### src/design/bcpe_pkg.sv
// Shared constants and types for the Bezier curve point evaluator.
// No dependencies; imported by the weight, MAC, round and top-level modules.
`default_nettype none

package bcpe_pkg;

  // Curve and number format.
  localparam int unsigned MAX_DEGREE  = 3;
  localparam int unsigned NUM_POINTS  = MAX_DEGREE + 1;
  localparam int unsigned COORD_BITS  = 16;
  localparam int unsigned FRAC_BITS   = 16;
  localparam int unsigned IN_BITS     = FRAC_BITS + 2;
  localparam int unsigned T_BITS      = FRAC_BITS + 1;
  localparam int unsigned SQ_BITS     = 2 * T_BITS;
  localparam int unsigned TRI_BITS    = T_BITS + 2;
  localparam int unsigned CUBE_BITS   = SQ_BITS + T_BITS;
  localparam int unsigned MIX_BITS    = SQ_BITS + TRI_BITS;

  // Weights are all scaled to 2^(FRAC_BITS * MAX_DEGREE) whatever the degree.
  localparam int unsigned ROUND_SHIFT = MAX_DEGREE * FRAC_BITS;
  localparam int unsigned W_BITS      = ROUND_SHIFT + 1;
  localparam int unsigned W_LO_BITS   = 24;
  localparam int unsigned W_HI_BITS   = W_BITS - W_LO_BITS;
  localparam int unsigned PL_BITS     = COORD_BITS + W_LO_BITS + 1;
  localparam int unsigned PH_BITS     = COORD_BITS + W_HI_BITS + 1;
  localparam int unsigned ACC_BITS    = COORD_BITS + W_BITS + 1;
  localparam int unsigned Q_BITS      = ACC_BITS - ROUND_SHIFT;

  localparam logic [IN_BITS-1:0]  T_ONE     = IN_BITS'(1) << FRAC_BITS;
  localparam logic [ACC_BITS-1:0] ROUND_ADD = ACC_BITS'(1) << (ROUND_SHIFT - 1);

  // Configuration port.
  localparam int unsigned CFG_IDX_BITS  = 3;
  localparam int unsigned CFG_DATA_BITS = 2 * COORD_BITS;
  localparam int unsigned DEG_BITS      = 2;

  localparam logic [CFG_IDX_BITS-1:0] REG_DEGREE      = 3'd0;
  localparam logic [CFG_IDX_BITS-1:0] REG_POINT_ZERO  = 3'd1;
  localparam logic [CFG_IDX_BITS-1:0] REG_POINT_ONE   = 3'd2;
  localparam logic [CFG_IDX_BITS-1:0] REG_POINT_TWO   = 3'd3;
  localparam logic [CFG_IDX_BITS-1:0] REG_POINT_THREE = 3'd4;

  localparam logic [DEG_BITS-1:0] DEGREE_RESET = DEG_BITS'(MAX_DEGREE);

  typedef logic [DEG_BITS-1:0] degree_t;
  typedef logic [NUM_POINTS-1:0][CFG_DATA_BITS-1:0] points_t;

  // Powers of t and u = 1 - t after the first stage.
  typedef struct packed {
    logic                exists;
    degree_t             degree;
    logic [T_BITS-1:0]   t;
    logic [T_BITS-1:0]   u;
    logic [SQ_BITS-1:0]  uu;
    logic [SQ_BITS-1:0]  ut;
    logic [SQ_BITS-1:0]  tt;
    logic [TRI_BITS-1:0] t3;
    logic [TRI_BITS-1:0] u3;
  } pow_t;

  // Bernstein weights, one per control point.
  typedef struct packed {
    logic                             exists;
    logic [NUM_POINTS-1:0][W_BITS-1:0] w;
  } wt_t;

  // Pair sums of weighted control points.
  typedef struct packed {
    logic                      exists;
    logic [ACC_BITS-1:0]       x_lo;
    logic [ACC_BITS-1:0]       x_hi;
    logic [ACC_BITS-1:0]       y_lo;
    logic [ACC_BITS-1:0]       y_hi;
  } psum_t;

endpackage

`default_nettype wire

### src/design/bcpe_round.sv
// Final sum with rounding offset, then shift, saturation and output register.
// Depends on bcpe_pkg.
`default_nettype none

module bcpe_round
  import bcpe_pkg::*;
(
  input  wire logic               clk_i,
  input  wire logic               rst_ni,
  input  wire logic               valid_i,
  output logic                    ready_o,
  input  wire psum_t              psum_i,
  output logic                    valid_o,
  input  wire logic               ready_i,
  output logic [COORD_BITS-1:0]   x_coord_o,
  output logic [COORD_BITS-1:0]   y_coord_o,
  output logic                    exists_o
);

  logic v6_q, v7_q;
  logic en6, en7;
  logic ex6_q, ex7_q;
  logic [ACC_BITS-1:0]   accx_d, accy_d, accx_q, accy_q;
  logic [COORD_BITS-1:0] x_d, y_d, x_q, y_q;

  // Clamp an integer part to the signed coordinate range.
  function automatic logic [COORD_BITS-1:0] sat_coord(input logic [Q_BITS-1:0] q);
    logic [Q_BITS-COORD_BITS:0] top;
    top = q[Q_BITS-1:COORD_BITS-1];
    if ((&top) || !(|top)) begin
      sat_coord = q[COORD_BITS-1:0];
    end else if (q[Q_BITS-1]) begin
      sat_coord = {1'b1, {(COORD_BITS - 1){1'b0}}};
    end else begin
      sat_coord = {1'b0, {(COORD_BITS - 1){1'b1}}};
    end
  endfunction

  assign en7       = !v7_q || ready_i;
  assign en6       = !v6_q || en7;
  assign ready_o   = en6;
  assign valid_o   = v7_q;
  assign x_coord_o = x_q;
  assign y_coord_o = y_q;
  assign exists_o  = ex7_q;

  // Stage six: full sum plus half an output step, so the shift rounds to
  // nearest with ties going up.
  assign accx_d = psum_i.x_lo + psum_i.x_hi + ROUND_ADD;
  assign accy_d = psum_i.y_lo + psum_i.y_hi + ROUND_ADD;

  // Stage seven: drop the fraction (arithmetic shift) and saturate.
  assign x_d = sat_coord(accx_q[ACC_BITS-1:ROUND_SHIFT]);
  assign y_d = sat_coord(accy_q[ACC_BITS-1:ROUND_SHIFT]);

  // Valid bits.
  always_ff @(posedge clk_i or negedge rst_ni) begin
    if (!rst_ni) begin
      v6_q <= 1'b0;
      v7_q <= 1'b0;
    end else begin
      if (en6) v6_q <= valid_i;
      if (en7) v7_q <= v6_q;
    end
  end

  // Stage payload.
  always_ff @(posedge clk_i) begin
    if (en6) begin
      ex6_q  <= psum_i.exists;
      accx_q <= accx_d;
      accy_q <= accy_d;
    end
    if (en7) begin
      ex7_q <= ex6_q;
      x_q   <= x_d;
      y_q   <= y_d;
    end
  end

endmodule

`default_nettype wire

### config.mk
export PLATFORM = sky130hd
export DESIGN_NAME = bcpe_round
export DESIGN_NICKNAME = d
export VERILOG_FILES = /design/src/design/bcpe_pkg.sv /design/src/design/bcpe_round.sv
export SDC_FILE = /design/constraint.sdc
export NUM_CORES = 1
export LEC_CHECK = 0
export ABC_AREA = 1
export BUFFER_PORTS_ARGS = -buffer_cell sky130_fd_sc_hd__buf_4
export CAP_MARGIN = 20
export CORE_MARGIN = 3
export CORE_UTILIZATION = 40
export CTS_CLUSTER_SIZE = 24
export DETAILED_ROUTE_END_ITERATION = 16
export PLACE_DENSITY_LB_ADDON = 0.08
export SLEW_MARGIN = 20
export SYNTH_ARGS = -nofsm -noshare
export SYNTH_HDL_FRONTEND = slang
export SYNTH_SLANG_ARGS = --single-unit
### constraint.sdc
create_clock -name clk_i -period 1.7 [get_ports clk_i]
set_input_delay 0.17 -clock clk_i [delete_from_list [all_inputs] [get_ports clk_i]]
set_output_delay 0.17 -clock clk_i [all_outputs]
set_load 0.02 [all_outputs]
# == Yosys cells after proc, flatten, opt, wreduce, memory -nomap -nowiden ==
# Index checks and enable logic that the tools add are counted.
# word_totals
ff_bits,168
input_bits,269
output_inout_bits,35
# op_classes
addsub,4
mux,4
reduce_logical,12
# op_table
cell,count
"adder 66 x 48 -> 66 bit, second input constant",2
adder 66 bit,2
two-way mux 16 bit,4
AND reduction 3 bit,2
OR reduction 3 bit,2
zero test 1 bit,4
logical OR 1 bit,4

# == Depth between registers and ports, before layout ==
# logic_depth
word_depth,4
depth_mapped,16
mapped_depth_nobuf,16

# == Worst setup path after synthesis ==
# Ideal clock, no wire load.
# synth_timing
kind,reg-to-reg
start,"register v7_q, in the netlist valid_o"
end,register accx_q[48] (enable)
setup_ps,670
arrival_time_ps,1509
required_ps,1030
path_slack_ps,-479
stages_incl_launch_ff,2
path_cell_list,dfrtp_1 > nand3_1
# synth_between
elab_chain_len,3
# synth_lines
element,line_no,rtl
start: declaration,bcpe_round.sv:20,"logic v6_q, v7_q;"
start signal: assignment,bcpe_round.sv:63,if (en7) v7_q <= v6_q;
zero test 1 bit,bcpe_round.sv:39,assign en7 = !v7_q || ready_i;
logical OR 1 bit,bcpe_round.sv:39,
logical OR 1 bit,bcpe_round.sv:40,assign en6 = !v6_q || en7;
named net ready_o,bcpe_round.sv:11,"output logic ready_o,"
end signal: assignment,bcpe_round.sv:71,accx_q <= accx_d;
end: declaration,bcpe_round.sv:23,"logic [ACC_BITS-1:0] accx_d, accy_d, accx_q, accy_q;"
# The timed path passes the listed nets, and every way through them passes these cells.
# A chain may end at the register's enable or synchronous reset.

# == Worst setup path after layout ==
# layout_timing
start,input psum_i[23] in the netlist's numbering
end,"register accy_q[59], data pin"
# layout_between
elab_chain_len,2
# layout_lines
element,line_no,rtl
start: declaration,bcpe_round.sv:12,"input wire psum_t psum_i,"
adder 66 bit,bcpe_round.sv:50,assign accy_d = psum_i.y_lo + psum_i.y_hi + ROUND_ADD;
adder 66 x 48 -> 66 bit,bcpe_round.sv:50,
named net accy_d[59],bcpe_round.sv:23,
end signal: assignment,bcpe_round.sv:72,accy_q <= accy_d;
end: declaration,bcpe_round.sv:23,
# The timed path passes the listed nets, and every way through them passes these cells.

==> impl_metrics.yaml <==
sta:
  worst_slew_pin_slew_ps: 536.7
  timing.final.crit_period_ps: 2003
  rsz0062_at_grt: "true"
  max_freq_ghz: 0.4993
  slew_headroom_pct: 63.98
  drv_slew: 0
  hold_viol_final: 0
  finalClockSkew_ps: 5.211
  setup_ws_ps: -302.9
  min_period_over_period_pct: 117.8
  setup_viol: 36
  fin_setup_tns_ps: -6178
  hold_ws_ps: 19.14
clock_network:
  h-tree-depth: 3
  clk_pin_slew_ps: 60
  cts_tree: "built"
  cts_root_buffer: "clkbuf_16"
  clock-sinks: 72
  numCtsBuffers: 9
  clk_latency_ps: 330
  cts_max_path_buffers: 2
routing:
  post-route-drc-count: 0
  num_vias: 16530
  wirelength_mm: 59.30
  via_per_inst: 5.526
  dr.pass1.iters: 6
  wl_per_cell_um: 19.83
  drt_iter0_drc: 1278
  ant_nets: 0
yosys:
  syn_area_per_cell_sq_um: 6.382
  syn-num-nets: 2495
  ys_types: 36
  ys_async_sr_fraction_pct: 2.778
  synthCells: 1972
  yosysSeqAreaShare_pct: 17.10
  synth_ff_type: "edfxtp_1"
  synth-seq-cells: 72
  synth_edf_count: 70
  ys.warnings.count: 0
  synthesis.area_sq_um: 12590
pwr:
  finalPower_mw: 15.14
  ir_worst_vdd_v: 0.0005389
  switchingPower_mw: 6.533
  combPwrFrac_pct: 68.5
  power_density_nw_per_um2: 616.3
  internal-power_mw: 8.610
  p_clk_share_pct: 13.6
  p_seq_share_pct: 17.8
  swShare_pct: 43.14
  leakage_nw: 10.51
final_layout:
  drive_gt1_share_pct: 60.50
  nets: 3113
  antenna_cells: 0
  syn_to_final_growth_pct: 95.21
  fin_util_pct: 79.69
  post_layout_nonfiller_instances: 2991
  final_area_sq_um: 24570
setup_path:
  worstPathRequired_ps: 1790
  worstSetupEndpointType: "flop"
  start_kind: "primary input"
  path_max_fanout: 4
  path_class: "in2reg"
  ff2ff_setup_slack_ps: 310
  arrival_ps: 2090
place:
  post-place-ws_ps: -722.0
  dp_hpwl_mm: 44.53
  dp_cells: 2923
  placed_area_sq_um: 20630
  port_buffers: 303
  routabilityCongestion: 1.013
grt:
  first_global_vias: 15990
  grt_pass1_wl_mm: 83.17
  track_usage_pct: 30.86
  overflow: 0
  antenna_found_initial: 0
  grt_max_degree: 40
run_status:
  violations: "negative setup slack"
  status: "finished with violations"
run:
  maxCapViolCount: 0
floorplanning:
  dieArea_sq_um: 33630
  ios: 304
  start_util_pct: 40.82
  coreArea_sq_um: 30830
  die_x_um: 183.4
  rows: 64
  die_y_um: 183.4
hold_path:
  min-delay-path-class: "in2reg"
metal layers:
layer,up-vias,share of wire (%),GRT usage [%]
li1,7802,-,-
met1,7773,42,42.36
met2,817,47,50.74
met3,137,8.5,6.307
met4,0,2.5,5.759
met5,-,0,0
power by group through the flow:
stage	clock network, mW	registers (mW)	logic, mW
floorplan	0	2.93	4.42
global placement	0	2.72	7.87
detailed placement	0	2.73	8.02
CTS	2.07	2.70	9.19
global route	2.16	2.73	11.0
finish	2.06	2.70	10.4
path summary, 6_finish.rpt:
| path | start | cells past startpoint | endpoint |
|---|---|---|---|
| worst max-delay path | psum_i[23] | 12 | accy_q[59]$_DFFE_PP_ |
| worst min-delay path | psum_i[264] | 1 | ex6_q$_DFFE_PP_ |
| worst max register to register | accy_q[64]$_DFFE_PP_ | 5 | y_coord_o[9]$_DFFE_PP_ |
| worst min register to register | ex6_q$_DFFE_PP_ | 0 | exists_o$_DFFE_PP_ |
| max in group asynchronous | rst_ni | 2 | v6_q$_DFFE_PN0P_ |
| min in group asynchronous | rst_ni | 2 | valid_o$_DFFE_PN0P_ |
synthesized netlist by cell type (all sizes together) (2+ instances only):
master / number / area share, %
a21boi: 12 / 0.72
ha: 254 / 25
nand4: 5 / 0.25
nor3: 43 / 2.1
o211ai: 3 / 0.18
nand3b: 2 / 0.12
o21bai: 28 / 1.7
a21oi: 152 / 6.0
a21o: 16 / 0.95
xor2: 2 / 0.14
xnor2: 2 / 0.14
o21a: 7 / 0.42
inv: 292 / 8.7
nand2: 578 / 18
nand3: 89 / 3.7
edfxtp: 70 / 17
and3: 4 / 0.20
nor4: 4 / 0.20
clkbuf: 6 / 0.18
o21ai: 115 / 4.6
a31oi: 24 / 1.2
dfrtp: 2 / 0.40
nor2: 258 / 8.4
layout by cell type, fill, tap and decap left out, types with 70 or more instances in the layout:
cell type    n
ha_4       247
nand2_2    129
nor2_1     112
nor2_2      70
inv_1      206
inv_2       78
buf_4      535
nor2_4      76
nand2_1    393
edfxtp_1    70
a21oi_2     88
critical path: stages:
cell and delay (ps):
buf_4 120, ha_4 240, ha_4 320, nand2_1 100, nor2_1 150, inv_1 130
nor2_1 210, nand3_1 120, o21ai_2 280, nand2_4 110, nand3_2 80, nand2_1 50
layout make-up:
class / instances / area, sq um
Clock buffer: 11 / 242.7
Clock inverter: 5 / 81.33
Fill cell: 1921 / 6261
Inverter: 293 / 1142
Multi-Input combinational cell: 1601 / 15500
Sequential cell: 72 / 2152
Tap cell: 396 / 495.5
Timing Repair Buffer: 613 / 4951
registers in the layout, summed over array words and instances (netlist names):
signal	count
exists_o	1
valid_o	1
ex6_q	1
accy_q	18
y_coord_o	16
x_coord_o	16
v6_q	1
accx_q	18
timing repair:
action | 4_1_cts | 5_1_grt
resized for setup | 475 | 362
hold buffers | 1 | 0
buffers inserted | 38 | 16
endpoints found under the setup margin | 36 | 36
endpoints found under the hold margin | 2 | 0
pin swaps | 227 | 209
kinds of logic (layout without fill, tap and decap cells):
family	count (synthesis)	after routing	share of synthesized area (%)
flops	72	72	17.10
buf+inv	299	922	8.927
compound gates	359	359	15.89
simple gates	984	984	32.56
fa+ha+maj	254	254	25.25
xor+xnor	4	4	0.2784
No activity file was read; power rests on OpenSTA's default activity.
